`config.mk`:
```
export PLATFORM = sky130hd
export DESIGN_NAME = lidar_zone_output_qualifier_top
export DESIGN_NICKNAME = d
export VERILOG_FILES = /design/src/hdl/lzoq_pkg.sv /design/src/hdl/lzoq_area.sv /design/src/hdl/lzoq_fail.sv /design/src/hdl/lzoq_hold.sv /design/src/hdl/lidar_zone_output_qualifier_top.sv
export SDC_FILE = /design/constraint.sdc
export NUM_CORES = 1
export LEC_CHECK = 0
export BUFFER_PORTS_ARGS = -buffer_cell sky130_fd_sc_hd__buf_2
export CORE_ASPECT_RATIO = 0.7
export CORE_MARGIN = 2
export CORE_UTILIZATION = 31
export DETAILED_ROUTE_END_ITERATION = 7
export SYNTH_ARGS = -nofsm -noshare
export SYNTH_HDL_FRONTEND = slang
export SYNTH_HIERARCHICAL = 1
export SYNTH_SLANG_ARGS = --single-unit
export TNS_END_PERCENT = 100
```
`constraint.sdc`:
```
create_clock -name clock -period 7.3 [get_ports clock]
set_input_delay 0.365 -clock clock [delete_from_list [all_inputs] [get_ports clock]]
set_output_delay 0.365 -clock clock [all_outputs]
set_load 0.005 [all_outputs]
```
`src/hdl/lzoq_pkg.sv`:
```
package lzoq_pkg;

   // Fixed sizes
   localparam int NUM_CHANNELS        = 8;
   localparam int HISTORY_LEN_DEFAULT = 8;
   localparam int FRONT_AREA_MAX      = 31;

   // Register indexes (address bit 2 of the configuration port)
   localparam logic REG_HOLD_THRESHOLD = 1'b0;
   localparam logic REG_SIDES_ENABLED  = 1'b1;

   // Reset values
   localparam logic [4:0] HOLD_THRESHOLD_RESET = 5'd25;
   localparam logic [1:0] SIDES_ENABLED_RESET  = 2'b11;
   localparam logic [7:0] AREA_NONE            = 8'hFF;
   localparam logic [3:0] BACK_PINS_RESET      = 4'hF;
   localparam logic [4:0] FRONT_PINS_RESET     = 5'h1F;

   // Which scanners are in use
   typedef struct packed {
      logic use_front;
      logic use_back;
   } side_ctrl_type;

endpackage

```
`src/hdl/lzoq_area.sv`:
```
module lzoq_area (
   input  logic                   clock,
   input  logic                   reset,
   input  logic                   accept,
   input  lzoq_pkg::side_ctrl_type side,
   input  logic [7:0]             area_command,
   output logic [3:0]             back_pins_in,
   output logic [4:0]             front_pins_in,
   output logic [1:0]             area_changed_in
);

   logic [7:0] last_back_ff, last_back_in;
   logic [7:0] last_front_ff, last_front_in;
   logic [3:0] back_pins_ff;
   logic [4:0] front_pins_ff;
   logic [3:0] back_area;
   logic [5:0] front_sum;
   logic [5:0] front_area;

   // Area numbers from the packed command
   always_comb begin
      back_area = {1'b0, area_command[2:0]} + 4'd1;
      front_sum = {1'b0, area_command[7:3]} + 6'd1;
      if (front_sum > 6'(lzoq_pkg::FRONT_AREA_MAX)) begin
         front_area = 6'd1;
      end else begin
         front_area = front_sum;
      end
   end

   // Pins are rewritten only on a change and only for a side in use
   always_comb begin
      last_back_in    = last_back_ff;
      last_front_in   = last_front_ff;
      back_pins_in    = back_pins_ff;
      front_pins_in   = front_pins_ff;
      area_changed_in = 2'b00;
      if ({4'd0, back_area} != last_back_ff) begin
         last_back_in = {4'd0, back_area};
         if (side.use_back) begin
            back_pins_in       = ~back_area;
            area_changed_in[0] = 1'b1;
         end
      end
      if ({2'd0, front_area} != last_front_ff) begin
         last_front_in = {2'd0, front_area};
         if (side.use_front) begin
            front_pins_in      = ~front_area[4:0];
            area_changed_in[1] = 1'b1;
         end
      end
   end

   always_ff @(posedge clock) begin
      if (reset) begin
         last_back_ff  <= lzoq_pkg::AREA_NONE;
         last_front_ff <= lzoq_pkg::AREA_NONE;
         back_pins_ff  <= lzoq_pkg::BACK_PINS_RESET;
         front_pins_ff <= lzoq_pkg::FRONT_PINS_RESET;
      end else if (accept) begin
         last_back_ff  <= last_back_in;
         last_front_ff <= last_front_in;
         back_pins_ff  <= back_pins_in;
         front_pins_ff <= front_pins_in;
      end
   end

endmodule

```
`src/hdl/lzoq_fail.sv`:
```
module lzoq_fail #(
   parameter int HISTORY_LEN = lzoq_pkg::HISTORY_LEN_DEFAULT
) (
   input  logic                   clock,
   input  logic                   reset,
   input  logic                   accept,
   input  lzoq_pkg::side_ctrl_type side,
   input  logic [1:0]             trouble_lines,
   input  logic [1:0]             clear_latch,
   output logic [1:0]             failure_level_in,
   output logic [1:0]             fail_latch_in
);

   logic [HISTORY_LEN-1:0] hist_back_ff, hist_back_in;
   logic [HISTORY_LEN-1:0] hist_front_ff, hist_front_in;
   logic [1:0]             failure_level_ff;
   logic [1:0]             fail_latch_ff;
   logic [1:0]             latch_cleared;

   // Trouble pins of an unused side shift in as zero
   always_comb begin
      hist_back_in  = {hist_back_ff[HISTORY_LEN-2:0], side.use_back & trouble_lines[0]};
      hist_front_in = {hist_front_ff[HISTORY_LEN-2:0], side.use_front & trouble_lines[1]};
   end

   // Clear first, then a full history sets level and sticky flag, an empty one clears level
   always_comb begin
      latch_cleared    = fail_latch_ff & ~clear_latch;
      fail_latch_in    = latch_cleared;
      failure_level_in = failure_level_ff;
      if (&hist_back_in) begin
         fail_latch_in[0]    = 1'b1;
         failure_level_in[0] = 1'b1;
      end else if (~|hist_back_in) begin
         failure_level_in[0] = 1'b0;
      end
      if (&hist_front_in) begin
         fail_latch_in[1]    = 1'b1;
         failure_level_in[1] = 1'b1;
      end else if (~|hist_front_in) begin
         failure_level_in[1] = 1'b0;
      end
   end

   always_ff @(posedge clock) begin
      if (reset) begin
         hist_back_ff     <= '0;
         hist_front_ff    <= '0;
         failure_level_ff <= 2'b00;
         fail_latch_ff    <= 2'b00;
      end else if (accept) begin
         hist_back_ff     <= hist_back_in;
         hist_front_ff    <= hist_front_in;
         failure_level_ff <= failure_level_in;
         fail_latch_ff    <= fail_latch_in;
      end
   end

endmodule

```
`src/hdl/lzoq_hold.sv`:
```
module lzoq_hold (
   input  logic                                clock,
   input  logic                                reset,
   input  logic                                accept,
   input  lzoq_pkg::side_ctrl_type              side,
   input  logic [4:0]                          threshold,
   input  logic [2:0]                          back_zones,
   input  logic [2:0]                          front_zones,
   input  logic [1:0]                          fail_latch,
   output logic [lzoq_pkg::NUM_CHANNELS-1:0]   sensor_in
);

   localparam int N = lzoq_pkg::NUM_CHANNELS;

   logic [4:0]   count_ff [N];
   logic [4:0]   count_in [N];
   logic [N-1:0] active;
   logic [N-1:0] enable;

   // Channel order: back zones, back fail, front zones, front fail
   assign active = {fail_latch[1], front_zones, fail_latch[0], back_zones};
   assign enable = {{4{side.use_front}}, {4{side.use_back}}};

   // Clear while active, else count up and saturate at the threshold; a disabled side holds
   always_comb begin
      for (int i = 0; i < N; i++) begin
         if (!enable[i]) begin
            count_in[i] = count_ff[i];
         end else if (active[i]) begin
            count_in[i] = 5'd0;
         end else if (count_ff[i] < threshold) begin
            count_in[i] = count_ff[i] + 5'd1;
         end else begin
            count_in[i] = threshold;
         end
         sensor_in[i] = count_in[i] < threshold;
      end
   end

   always_ff @(posedge clock) begin
      if (reset) begin
         for (int i = 0; i < N; i++) begin
            count_ff[i] <= lzoq_pkg::HOLD_THRESHOLD_RESET;
         end
      end else if (accept) begin
         for (int i = 0; i < N; i++) begin
            count_ff[i] <= count_in[i];
         end
      end
   end

endmodule

```
`src/hdl/lidar_zone_output_qualifier_top.sv`:
```
// Lidar zone output qualifier. Every request (one scan tick) gives exactly one
// response, in the cycle after it is taken, and a request can be taken in every
// cycle: the only storage on the path is the single response register, and
// req_tready drops only while that register holds a response that the
// downstream side has not taken. Each response carries the held sensor bits,
// the debounced failure level, the sticky failure flags, the active-low area
// pins and the area-change strobes. Registers at csr byte address 0 (hold
// threshold, 5 bits) and 4 (sides enabled, 2 bits) should be written only while
// no response is outstanding; other addresses alias by address bit 2.
module lidar_zone_output_qualifier_top #(
   parameter int HISTORY_LEN = lzoq_pkg::HISTORY_LEN_DEFAULT
) (
   input  logic        clock,
   input  logic        reset,
   // [7:0] area_command, [10:8] back_zones, [13:11] front_zones,
   // [15:14] trouble_lines, [17:16] clear_latch, [23:18] zero
   input  logic        req_tvalid,
   output logic        req_tready,
   input  logic [23:0] req_tdata,
   // [7:0] sensor_state, [9:8] failure_now, [11:10] fail_flags,
   // [15:12] back_area_pins, [20:16] front_area_pins, [22:21] area_changed,
   // [23] zero
   output logic        rsp_tvalid,
   input  logic        rsp_tready,
   output logic [23:0] rsp_tdata,
   input  logic        csr_psel,
   input  logic        csr_penable,
   input  logic        csr_pwrite,
   input  logic [2:0]  csr_paddr,
   input  logic [31:0] csr_pwdata,
   output logic [31:0] csr_prdata,
   output logic        csr_pready
);

   logic                    accept;
   logic                    csr_write;
   logic [4:0]              threshold_ff;
   logic [1:0]              sides_ff;
   lzoq_pkg::side_ctrl_type side;
   logic [7:0]              sensor_in;
   logic [1:0]              failure_level_in;
   logic [1:0]              fail_latch_in;
   logic [3:0]              back_pins_in;
   logic [4:0]              front_pins_in;
   logic [1:0]              area_changed_in;
   logic                    rsp_tvalid_ff;
   logic [23:0]             rsp_tdata_ff;

   // Configuration registers
   assign csr_pready = 1'b1;
   assign csr_write  = csr_psel & csr_penable & csr_pwrite & csr_pready;

   always_ff @(posedge clock) begin
      if (reset) begin
         threshold_ff <= lzoq_pkg::HOLD_THRESHOLD_RESET;
         sides_ff     <= lzoq_pkg::SIDES_ENABLED_RESET;
      end else if (csr_write) begin
         case (csr_paddr[2])
            lzoq_pkg::REG_HOLD_THRESHOLD: threshold_ff <= csr_pwdata[4:0];
            lzoq_pkg::REG_SIDES_ENABLED:  sides_ff     <= csr_pwdata[1:0];
            default: ;
         endcase
      end
   end

   always_comb begin
      case (csr_paddr[2])
         lzoq_pkg::REG_HOLD_THRESHOLD: csr_prdata = {27'd0, threshold_ff};
         lzoq_pkg::REG_SIDES_ENABLED:  csr_prdata = {30'd0, sides_ff};
         default:                      csr_prdata = 32'd0;
      endcase
   end

   assign side.use_back  = sides_ff[0];
   assign side.use_front = sides_ff[1];

   // Request handshake
   assign req_tready = ~rsp_tvalid_ff | rsp_tready;
   assign accept     = req_tvalid & req_tready;

   lzoq_area u_area (
      .clock           (clock),
      .reset           (reset),
      .accept          (accept),
      .side            (side),
      .area_command    (req_tdata[7:0]),
      .back_pins_in    (back_pins_in),
      .front_pins_in   (front_pins_in),
      .area_changed_in (area_changed_in)
   );

   lzoq_fail #(
      .HISTORY_LEN (HISTORY_LEN)
   ) u_fail (
      .clock            (clock),
      .reset            (reset),
      .accept           (accept),
      .side             (side),
      .trouble_lines    (req_tdata[15:14]),
      .clear_latch      (req_tdata[17:16]),
      .failure_level_in (failure_level_in),
      .fail_latch_in    (fail_latch_in)
   );

   lzoq_hold u_hold (
      .clock       (clock),
      .reset       (reset),
      .accept      (accept),
      .side        (side),
      .threshold   (threshold_ff),
      .back_zones  (req_tdata[10:8]),
      .front_zones (req_tdata[13:11]),
      .fail_latch  (fail_latch_in),
      .sensor_in   (sensor_in)
   );

   // Response register
   always_ff @(posedge clock) begin
      if (reset) begin
         rsp_tvalid_ff <= 1'b0;
      end else if (accept) begin
         rsp_tvalid_ff <= 1'b1;
      end else if (rsp_tready) begin
         rsp_tvalid_ff <= 1'b0;
      end
   end

   always_ff @(posedge clock) begin
      if (accept) begin
         rsp_tdata_ff <= {1'b0, area_changed_in, front_pins_in, back_pins_in,
                          fail_latch_in, failure_level_in, sensor_in};
      end
   end

   assign rsp_tvalid = rsp_tvalid_ff;
   assign rsp_tdata  = rsp_tdata_ff;

   // A taken request always shows a response next cycle
   assert property (@(posedge clock) disable iff (reset)
      accept |=> rsp_tvalid)
      else $error("request taken without a response");

   // A back strobe means a real area was driven onto the back pins
   assert property (@(posedge clock) disable iff (reset)
      (rsp_tvalid && rsp_tdata[21]) |-> (rsp_tdata[15:12] != 4'hF))
      else $error("back area strobe with no area driven");

   // Same for the front pins
   assert property (@(posedge clock) disable iff (reset)
      (rsp_tvalid && rsp_tdata[22]) |-> (rsp_tdata[20:16] != 5'h1F))
      else $error("front area strobe with no area driven");

endmodule

```
Word-level counts from Yosys, hierarchy flattened --
Memories as Yosys holds them, arrays and structs flattened. Cells that the tools add are included. W data, S select, Z words.
Storage, ports and cells: register bits 74, memories kept 1, bits in writable memories 40, bits of input ports 66, word-level logic and storage cells 126, output and inout bits 59
Operators by class: add/sub/neg operators 10, eq/ne operators 2, mux-type cells 53, reductions and logical operators 9, bitwise logic cells 20, magnitude comparators 17
Memory list:
- u_hold.count_ff | words 8, width 5, rd ports 8, clocked after memory_dff 0, write ports 8, line lzoq_hold.sv:15 | logic [4:0] count_ff [N];
Operators by type and width (number):
- $mux W5 | 34
- $lt A5 B5 Y1 | 16
- $pmux W32 S2 | 1
- $add A5 B1 Y5 const B | 8
- $reduce_and A8 Y1 | 2
- $reduce_or A8 Y1 | 2
- $mux W1 | 15
- $or A1 B1 Y1 | 9
- $mux W4 | 2
- $ne A4 B8 Y1 | 1
- $ne A6 B8 Y1 | 1
- $reduce_and A2 Y1 | 4
- $add A5 B1 Y6 const B | 1
- $gt A6 B5 Y1 const B | 1
- $mux W6 | 1
- $and A1 B1 Y1 | 5
- $not A5 Y5 | 1
- $add A3 B1 Y4 const B | 1
- $not A4 Y4 | 1
- $and A2 B2 Y2 | 1
- $not A1 Y1 | 2
- $not A2 Y2 | 1
- $reduce_bool A2 Y1 | 1

Longest topological paths before layout --
Gate-level depths: netlist of run 1.
word-level depth 7, mapped depth 14, mapped depth without buffers 13

Cells and area by module --
The synthesis of run 1 kept the hierarchy.
By module, submodules not included:
- lzoq_hold | sequential area each 1201.2 µm², area an instance 4556.9 µm², cells each 519, times used 1
- lidar_zone_output_qualifier_top | sequential area each 850.8 µm², area an instance 1307.5 µm², cells each 95, times used 1
- lzoq_area | sequential area each 420.4 µm², area an instance 1214.9 µm², cells each 130, times used 1
- lzoq_fail | sequential area each 360.3 µm², area an instance 789.5 µm², cells each 88, times used 1

Worst setup path before layout of run 1 --
No wires, ideal clock.
kind reg2reg, start register threshold_ff[1], end register rsp_tdata_ff[6] (netlist: rsp_tdata[6]), data pin, required time 7124 ps, cell stages (with the launch flop) 15, arrival 2742 ps, library setup time 176 ps, clock period less this slack 2918 ps, path slack 4382 ps, path buffers 2, cell sequence dfxtp_1 -> clkbuf_1 -> inv_1 -> ha_1 -> a21o_2 -> a31oi_2 -> o21a_1 -> buf_6 -> o21ai_0 -> a22oi_1 -> ha_1 -> a21o_1 -> a21oi_1 -> nor2b_1 -> nor4_1
RTL lines:
- from (decl) | line lidar_zone_output_qualifier_top.sv:37 | logic [4:0] threshold_ff;
- from (signal assigned) | line lidar_zone_output_qualifier_top.sv:55 | threshold_ff <= lzoq_pkg::HOLD_THRESHOLD_RESET;
- from (signal assigned) | line lidar_zone_output_qualifier_top.sv:59 | lzoq_pkg::REG_HOLD_THRESHOLD: threshold_ff <= csr_pwdata[4:0];
- to (signal assigned) | line lidar_zone_output_qualifier_top.sv:130 | rsp_tdata_ff <= {1'b0, area_changed_in, front_pins_in, back_pins_in,
- to (decl) | line lidar_zone_output_qualifier_top.sv:47 | logic [23:0] rsp_tdata_ff;

==> results.txt, run 1 <==
* Mean instance size in the synthesized netlist: 9.458 µm²
- The worst setup path is launched from a register.
* Arr. time, crit path: 4030 ps
* Setup TNS Final: 0 ps
- Number of distinct library cells after synthesis: 76
- The max-slew violation count came to 0.
- For the pin with the worst max-slew slack, the measured transition is 1104 ps.
- Measured along the y axis, the die boundary spans 137.3 µm.
- Endpoint required time on the critical path: 7480 ps
- 0 antenna diodes ended up in the layout.
- Routed Antenna Nets: 0
- Violations in the final reports: design-rule violations
- Number of synthesized flops with an enable pin: 63
- Root Driver: clkbuf_16
- GRT Total Usage: 14.07%
- Capturing element type of the critical path: register
- Setup repair after global routing left no endpoint under its margin.
- After synthesis, flip-flops and latches occupy 36.00% of the total area.
* Vias after detailed routing: 6,270
- Run status: finished, violations left
- Tot Pwr: 1.698 mW
* Floorplan die area: 0.02669 mm²
* Count of H-tree levels built during CTS: 3
* Proportion of register bits with asynchronous set or reset after synthesis: 0%
- The tool flagged a number of max-cap violations equal to 0.
- After detailed routing, the total wire length is 19,000 µm.
* Synthesis-to-finish area growth: 10.05%
* Fmax: 259.4 MHz
- Number of optimization iterations in the first detailed-route pass: 8
* Clock tree from TritonCTS: yes
* I/O pin count: 125
* Via density per instance: 5.182
* Number of sinks on the clock net: 110
* Total number of yosys warnings: 6
* Fin crit share: 52.81%
- Finish-stage setup viols: 0
- Row cnt: 48
* Ratio of cells with drive above 1 in the final layout: 12.99%
- Total of flip-flops plus latches after synthesis: 110
- Across the VDD grid, the largest voltage drop is 0.0001133 V.
- Mapped Area: 0.007869 mm²
* Cell Count Post-Placement: 1,194
- # hold bufs at CTS: 0
* Maximum number of pins on one net before global-route repair: 56
- Dividing total power by cell area gives a power density of 196.1 mW/mm².
- Design Area, Final: 0.008660 mm²
- Commonest non-fill, non-tap cells in the layout: 74 x ha_1, 69 x nor2_1, 63 x edfxtp_1
* Count of input and output buffers: 60
* Starting utilization of the core area: 31.72%
- Summed over all cells, the static leakage comes to 3.524 nW.
* Dominant register cell in the synthesized netlist: edfxtp_1
* Number of remaining DRC errors: 1
- Via count of the first global-routing pass: 5,664
* Min Clock Period, post-route: 3855 ps
* Type of the worst setup path: register to register
- CTS buffer count: 9
* Clock-pin slew on the worst setup and hold paths: 70 ps
- Clock latency of the later-clocked register in the worst-skew pair: 360 ps
* DR WL/cell: 15.71 µm
* Width of the die: 194.4 µm
* Residual overflow from global routing: 0
* Post-placement cell area: 0.008363 mm²
- Worst clock skew on the final layout: 11.04 ps
- Summed over all nets, the half-perimeter wirelength after detailed placement is 13,190 µm.
* Maximum buffer depth of the clock tree: 2
- For this run, the number of standard cells in the final layout without fillers is 1,210.
- The initial antenna violation count was 0.
- For this run, the post-layout net count is 1,020.
- The final number of hold-violating endpoints came to 0.
- Initial DRC count: 500
* Most common cell after layout, fill and taps aside: ha_1
* Core footprint: 0.02480 mm²
- Gates resized during post-CTS repair numbered 0.
- Measured against its own limit, the worst slew margin works out to 26.41%.
* Worst hold-check slack: 246.5 ps
- The first global-routing pass estimated 29,880 µm of wire.
- The tightest min-delay check is of the input port to register type.
- Buffers added to address setup during post-CTS repair amount to 0.
- Post-synthesis cell count: 832
* Critical path fanouts, max: 18
* Global placer's final weighted congestion: 0.7994
-- routing by layer --
metal / routed length (µm) / GRT usage, % / vias to the layer above
met5: 0 / 0 / -
met4: 120 / 2.821 / 0
met3: 862 / 2.889 / 11
met2: 8290 / 21.43 / 112
met1: 9730 / 20.55 / 3007
li1: - / - / 3140
-- report_power, final --
group | leakage, nW | internal (mW) | total [mW] | switching (mW)
clock | 0.146 | 0.269 | 0.510 | 0.241
combinational | 2.41 | 0.191 | 0.440 | 0.249
sequential | 0.966 | 0.709 | 0.748 | 0.0392
total | 3.52 | 1.17 | 1.70 | 0.529
-- cell families after synthesis --
logic type,after synthesis,synth area share (%)
fa+ha+maj,74,11.77
compound gates,217,19.37
simple gates,261,16.60
flops,110,36.00
buf+inv,90,6.249
other cells,2,0.09544
mux,51,6.821
xor+xnor,27,3.101
-- state kept, by name, summed over array words and instances (netlist names) --
register / cells
threshold_ff: 5
u_area/last_back_ff: 5
u_area/last_front_ff: 7
u_area/back_pins_ff: 4
u_fail/hist_back_ff: 7
u_fail/hist_front_ff: 7
rsp_tvalid: 1
u_area/front_pins_ff: 5
rsp_tdata: 23
u_fail/failure_level_ff: 2
side: 2
u_hold/count_ff: 40
u_fail/fail_latch_ff: 2
-- worst max-delay path, stage by stage (launching register included) --
cell and delay, ps:
dfxtp_1 650, inv_1 600, ha_1 500, a21oi_1 240
o21a_1 360, o21ai_0 160, a22oi_1 250, ha_1 300
a21o_1 160, a21oi_1 140, nor2b_1 60, nor4_1 250
-- Yosys cell counts, types with 23 or more instances --
| cell type | n | share of area [%] |
|---|---|---|
| a21oi_1 | 44 | 2.8 |
| ha_1 | 74 | 12 |
| edfxtp_1 | 63 | 24 |
| o211ai_1 | 34 | 3.2 |
| o21ai_0 | 39 | 2.5 |
| mux2i_1 | 42 | 5.3 |
| nand3_1 | 40 | 2.5 |
| buf_4 | 29 | 2.8 |
| dfxtp_1 | 47 | 12 |
| nor2_1 | 69 | 3.3 |
| nand2_1 | 55 | 2.6 |
| nand2b_1 | 23 | 1.8 |
| inv_1 | 32 | 1.5 |
-- layout make-up --
class / instances / area [µm²]
clock inverter: 6 / 67.56
timing repair buffer: 67 / 352.8
multi-input combinational: 659 / 4647
tap: 325 / 406.6
sequential: 110 / 2833
clock buffer: 10 / 229.0
inverter: 33 / 123.9
fill: 2551 / 16140
-- metrics by stage --
step	worst slack, ps	utilization, %
CTS	3448	34.91
global route	3138	34.91
detailed placement	3471	33.72
floorplan	4382	-
global placement	3482	33.72
finish	3445	34.91
-- final timing paths --
path                                         startpoint                       to  slack, ps  depth (start not counted)
worst max-delay path                    threshold_ff[4]             rsp_tdata[6]       3440                         11
worst min-delay path                         req_tvalid               rsp_tvalid        250                          3
worst max register to register          threshold_ff[4]             rsp_tdata[6]       3440                         11
worst min register to register  u_fail/fail_latch_ff[1]  u_fail/fail_latch_ff[1]        460                          2
No activity file was read; power rests on OpenSTA's default activity.
==> run 2: changes to the inputs <==
- clock period: 7.3 -> 3.91 ns (I/O delays scaled with it)
==> results.txt, run 2 (synthesized netlist as in run 1, its figures left out) <==
- After detailed routing, the number of remaining DRC violations is 1.
- Global placer's final weighted congestion: 0.8350
- The final number of hold-violating endpoints was 0.
- Ratio of cells with drive above 1 in the final layout: 14.38%
- The register with the most flip-flops in the layout has 40 of them.
* Number of maximum-capacitance constraint violations: 0
* Routed Antenna Nets: 0
- Maximum buffer depth of the clock tree: 2
* Critical path fanouts, max: 9
- Most common cell after layout, fill and taps aside: ha_1
- Cell Count Post-Placement: 1,206
- The die is 137.3 µm tall.
* Core footprint: 0.02480 mm²
- Summed over all failing endpoints, the final setup total negative slack is 0 ps.
- Number of fillers in the final layout: 2,557
- For this configuration, the core starts out at a cell density of 31.72%.
* Static Leak: 3.582 nW
- Of the available clock period, the critical path in the final layout requires 89.97%.
* I/O pin count: 125
* Initial DRC count: 391
- RSZ-0062 raised after global routing: no
- After the last flow step, the layout net total stands at 1,032.
* Endpoint required time on the critical path: 4100 ps
* Number of optimization iterations in the first detailed-route pass: 8
* Total wirelength of the detailed-routed design: 19,480 µm
- Number of antenna violations at the first check in global routing: 0
* Run status: finished, violations left
- Floorplan die area: 0.02669 mm²
- The number of gates resized after CTS was 0.
- Clock tree from TritonCTS: yes
- Violations in the final reports: design-rule violations
- Using the TritonRoute via totals, the vias-per-cell ratio works out to 5.181.
* Worst hold-check slack: 80.17 ps
* Count of input and output buffers: 60
- Width of the die: 194.4 µm
- Fmax: 284.3 MHz
- The finished cells cover 0.008743 mm².
- Vias after detailed routing: 6,331
- GRT Total Usage: 14.71%
- At the pin with the least slew margin, the transition time is 1106 ps.
- Subtracting the final worst setup slack from the clock period gives 3518 ps.
- Via count of the first global-routing pass: 5,823
* Root Driver: clkbuf_16
* Number of buffers inserted by post-CTS setup repair: 0
- Worst clock skew on the final layout: 8.623 ps
* Capturing element type of the critical path: register
* Post-placement cell area: 0.008453 mm²
- Detailed-placement wirelength estimate: 14,050 µm
- Count of non-filler cells in the finished layout: 1,222
* CTS buffer count: 9
* Residual overflow from global routing: 0
- Type of the worst setup path: register to register
* Number of sinks on the clock net: 110
* Power density over the cells: 362.7 mW/mm²
- The worst pin sits at a relative slew slack of 26.27%.
* Clock-pin slew on the worst setup and hold paths: 80 ps
- After clock tree synthesis, the flow added hold-fix buffers numbering 0.
- Dividing the detail-routed wire length by the instance count gives 15.94 µm.
- The first global-routing pass estimated 31,010 µm of wire.
- Arr. time, crit path: 3710 ps
* Clock latency of the later-clocked register in the worst-skew pair: 370 ps
- Most flops, register: u_hold/count_ff
* HP Class: input port to register
- Commonest non-fill, non-tap cells in the layout: 74 x ha_1, 69 x nor2_1, 63 x edfxtp_1
- The worst setup path is launched from a register.
- The repair_antennas step left the layout with diodes totalling 0.
* Count of H-tree levels built during CTS: 3
* Synthesis-to-finish area growth: 11.11%
* Row cnt: 48
* IR Drop Worst-Case VDD: 0.0002400 V
- Setup violations remaining at the end of the flow were counted as 0.
- Entering global routing, the biggest net connects 67 pins.
* Slew Viols, Final: 0
==> run 2: worst max-delay path: stages (launching register included) <==
cell	delay, ps
dfxtp_1	640
inv_1	360
buf_4	270
ha_1	310
a21oi_1	290
o21a_1	260
o21ai_0	130
a21oi_1	180
ha_1	260
a21oi_1	140
nor2b_1	60
o21ai_0	150
nand2b_1	70
nor3_1	220
==> run 2: metal layers <==
metal	track usage, %	wire length [µm]	part of all wire, %	vias to the layer above
met2	22.24	8271	42	150
met1	21.15	10090	52	2987
met5	0	0	0	-
met4	3.761	246	1.3	0
met3	3.256	871	4.5	17
li1	-	-	-	3177
==> run 2: power breakdown <==
part | internal [mW] | switching [mW]
Combinational | 0.362 | 0.477
Sequential | 1.32 | 0.0744
Clock | 0.463 | 0.471
Total | 2.15 | 1.02
==> run 2: area by class of cell <==
cell class,count,area [µm²],area share [%]
Clock buffer,10,239.0,2.733
Multi-Input combinational cell,659,4647,53.15
Tap cell,325,406.6,4.651
Timing Repair Buffer,79,442.9,5.066
Inverter,33,123.9,1.417
Clock inverter,6,51.30,0.5867
Sequential cell,110,2833,32.40
==> run 2: path summary, 6_finish.rpt <==
check,cells past startpoint,slack (ps),endpoint,from
setup / recovery,13,390,rsp_tdata[3],threshold_ff[4]
hold / removal,3,80,rsp_tvalid,req_tvalid
setup reg to reg,13,390,rsp_tdata[3],threshold_ff[4]
hold reg to reg,2,450,u_fail/fail_latch_ff[0],u_fail/fail_latch_ff[0]
==> run 2: through the flow <==
step	total power, mW	utilization (%)	setup WS [ps]
finish	3.171	35.25	392.3
global route	3.363	35.25	129.5
CTS	3.200	35.25	409.6
detailed placement	2.253	34.08	454.4
global placement	2.235	34.08	480.6
floorplan	2.056	-	991.9
==> run 3: changes to the inputs <==
- CORE_MARGIN: 2 -> unset
- clock period: 3.91 -> 3.5 ns (I/O delays scaled with it)
==> results.txt, run 3 (synthesized netlist as in run 1, its figures left out) <==
- IR Drop Worst-Case VDD: 0.0002738 V
* Violations in the final reports: design-rule violations
* HP Class: input port to register
- Core utilization of the finished layout: 35.46%
- In the routed layout, each cell is associated on average with a via count of 5.234.
- In this run the clock root is driven by a clkbuf_16.
- Routed Antenna Nets: 0
- In this run the worst path has a maximum fanout of 14.
* Number of maximum-capacitance constraint violations: 0
- For this run, the total global-route usage over all layers was measured as 15.66%.
- The die covers 0.02604 mm².
- Worst clock skew on the final layout: 9.135 ps
- Run status: finished, violations left
* Total area of multi-input combinational cells: 0.004647 mm²
- Detailed-placement wirelength estimate: 14,050 µm
* Count of input and output buffers: 60
- The initial antenna violation count was 0.
- In this run the tightest slew margin relative to its limit is 57.08%.
- Die boundary height: 135.3 µm
- For this run the aggregate overflow at the end of global routing stands at 0.
- STA classifies the critical path endpoint as a register.
- Number of buffers inserted by post-CTS setup repair: 0
* Number of sinks on the clock net: 110
* Wire length of the first global-routing pass: 31,830 µm
- CTS buffer count: 9
- Core footprint: 0.02480 mm²
- In this run, post-CTS hold repair placed 0 buffers.
- Number of nets in the final layout: 1,034
* Number of flip-flops under the largest register name: 40
- The first detailed-routing pass ran for 8 iterations.
- For the pin with the worst max-slew slack, the measured transition is 643.9 ps.
- Most flops, register: u_hold/count_ff
- Type of the worst setup path: register to register
- Setup violations remaining at the end of the flow were counted as 0.
- Maximum cell stage delay along the critical path: 340 ps
- Highest signal layer in the routed design: met4
* Hold Violations, Final: 0
* Fin crit share: 90.19%
- Startpoint type of the worst setup path: register
- For this design the ratio of total power to cell area is 403.4 mW/mm².
- Commonest non-fill, non-tap cells in the layout: 74 x ha_1, 69 x nor2_1, 63 x edfxtp_1
- Maximum number of pins on one net before global-route repair: 46
* Global placer's final weighted congestion: 0.8187
* Row cnt: 48
* Cell repeated most along the worst path: ha_1
- Cell with the largest stage delay on the worst path: o21a_1
- Based on the critical path, the design can be clocked at up to 316.8 MHz.
- Number of antenna repair diodes: 0
- Slew Viols, Final: 0
- Initial DRC count: 371
* Clock-pin slew on the worst setup and hold paths: 80 ps
- Setup TNS Final: 0 ps
* Ratio of cells with drive above 1 in the final layout: 14.57%
* DR WL/cell: 16.09 µm
* Met1 Wirelength: 10,260 µm
* Routed wire length on met2: 8262 µm
* I/O pin count: 125
- STA puts the critical path data arrival time at 3280 ps.
* Most common cell after layout, fill and taps aside: ha_1
- Endpoint required time on the critical path: 3620 ps
- Clock tree from TritonCTS: yes
- The critical path goes through inv_1, buf_12, ha_1, a21o_1, a31oi_1, o21a_1, mux2i_1, o2bb2ai_1, ha_1, nand4_1, o311a_1.
* Delay-heaviest family, CP: compound AO/OA/AOI/OAI gates
* Starting utilization of the core area: 31.72%
- Seq. cell area: 0.002833 mm²
- Met3 Wirelength: 918 µm
- In this run the horizontal extent of the chip is 192.4 µm.
- The routed layout has 6,407 vias.
* RSZ-0062 raised after global routing: no
- Min Clock Period, post-route: 3157 ps
- Post-CTS repair changed the size of 0 cells.
- Count of H-tree levels built during CTS: 3
* Number of fillers in the final layout: 2,518
- Total wirelength of the detailed-routed design: 19,700 µm
- The critical path contains buffers and inverters numbering 2 combined.
* Maximum buffer depth of the clock tree: 2
- The analysis attributes to cell leakage a power of 3.606 nW.
* Via count of the first global-routing pass: 5,976
* Number of remaining DRC errors: 9
* Synthesis-to-finish area growth: 11.78%
- Clock latency of the later-clocked register in the worst-skew pair: 370 ps
## run 3: worst min-delay path, stage by stage
cell     delay (ps)
buf_2           100
inv_1            40
a21oi_1          50
## run 3: per-stage QoR
| step | hold slack, ps | std cells | setup slack [ps] | instance area [µm²] | power (mW) |
|---|---|---|---|---|---|
| global placement | 419.1 | 1208 | 436.5 | 8506 | 2.503 |
| CTS | 28.52 | 1224 | 386.1 | 8796 | 3.583 |
| floorplan | 304.5 | 859 | 581.9 | 7970 | 2.297 |
| detailed placement | 424.9 | 1208 | 398.6 | 8506 | 2.520 |
| finish | 43.02 | 1224 | 343.4 | 8796 | 3.548 |
| global route | 44.51 | 1224 | 133.6 | 8796 | 3.768 |
## run 3: cell type report
class,instances,share of cell area [%]
multi-input combinational,659,52.83
sequential,110,32.20
timing repair buffer,81,5.633
tap,325,4.623
clock buffer,10,2.717
inverter,33,1.408
clock inverter,6,0.5832
## run 3: final timing paths
check / start / end / slack [ps] / cells past startpoint
setup / recovery: threshold_ff[2] / rsp_tdata[2] / 340 / 11
hold / removal: req_tvalid / rsp_tvalid / 40 / 3
setup reg to reg: threshold_ff[2] / rsp_tdata[2] / 340 / 11
hold reg to reg: u_fail/fail_latch_ff[0] / u_fail/fail_latch_ff[0] / 450 / 2
## run 3: report_power, final
group          internal [mW]  switching, mW
registers               1.48         0.0796
clock network          0.516          0.529
logic                  0.409          0.536
## run 3: layer usage
metal | global-route usage, % | vias up
li1 | - | 3179
met1 | 22.93 | 3076
met2 | 22.98 | 131
met3 | 3.238 | 21
met4 | 4.331 | 0
met5 | 0 | -
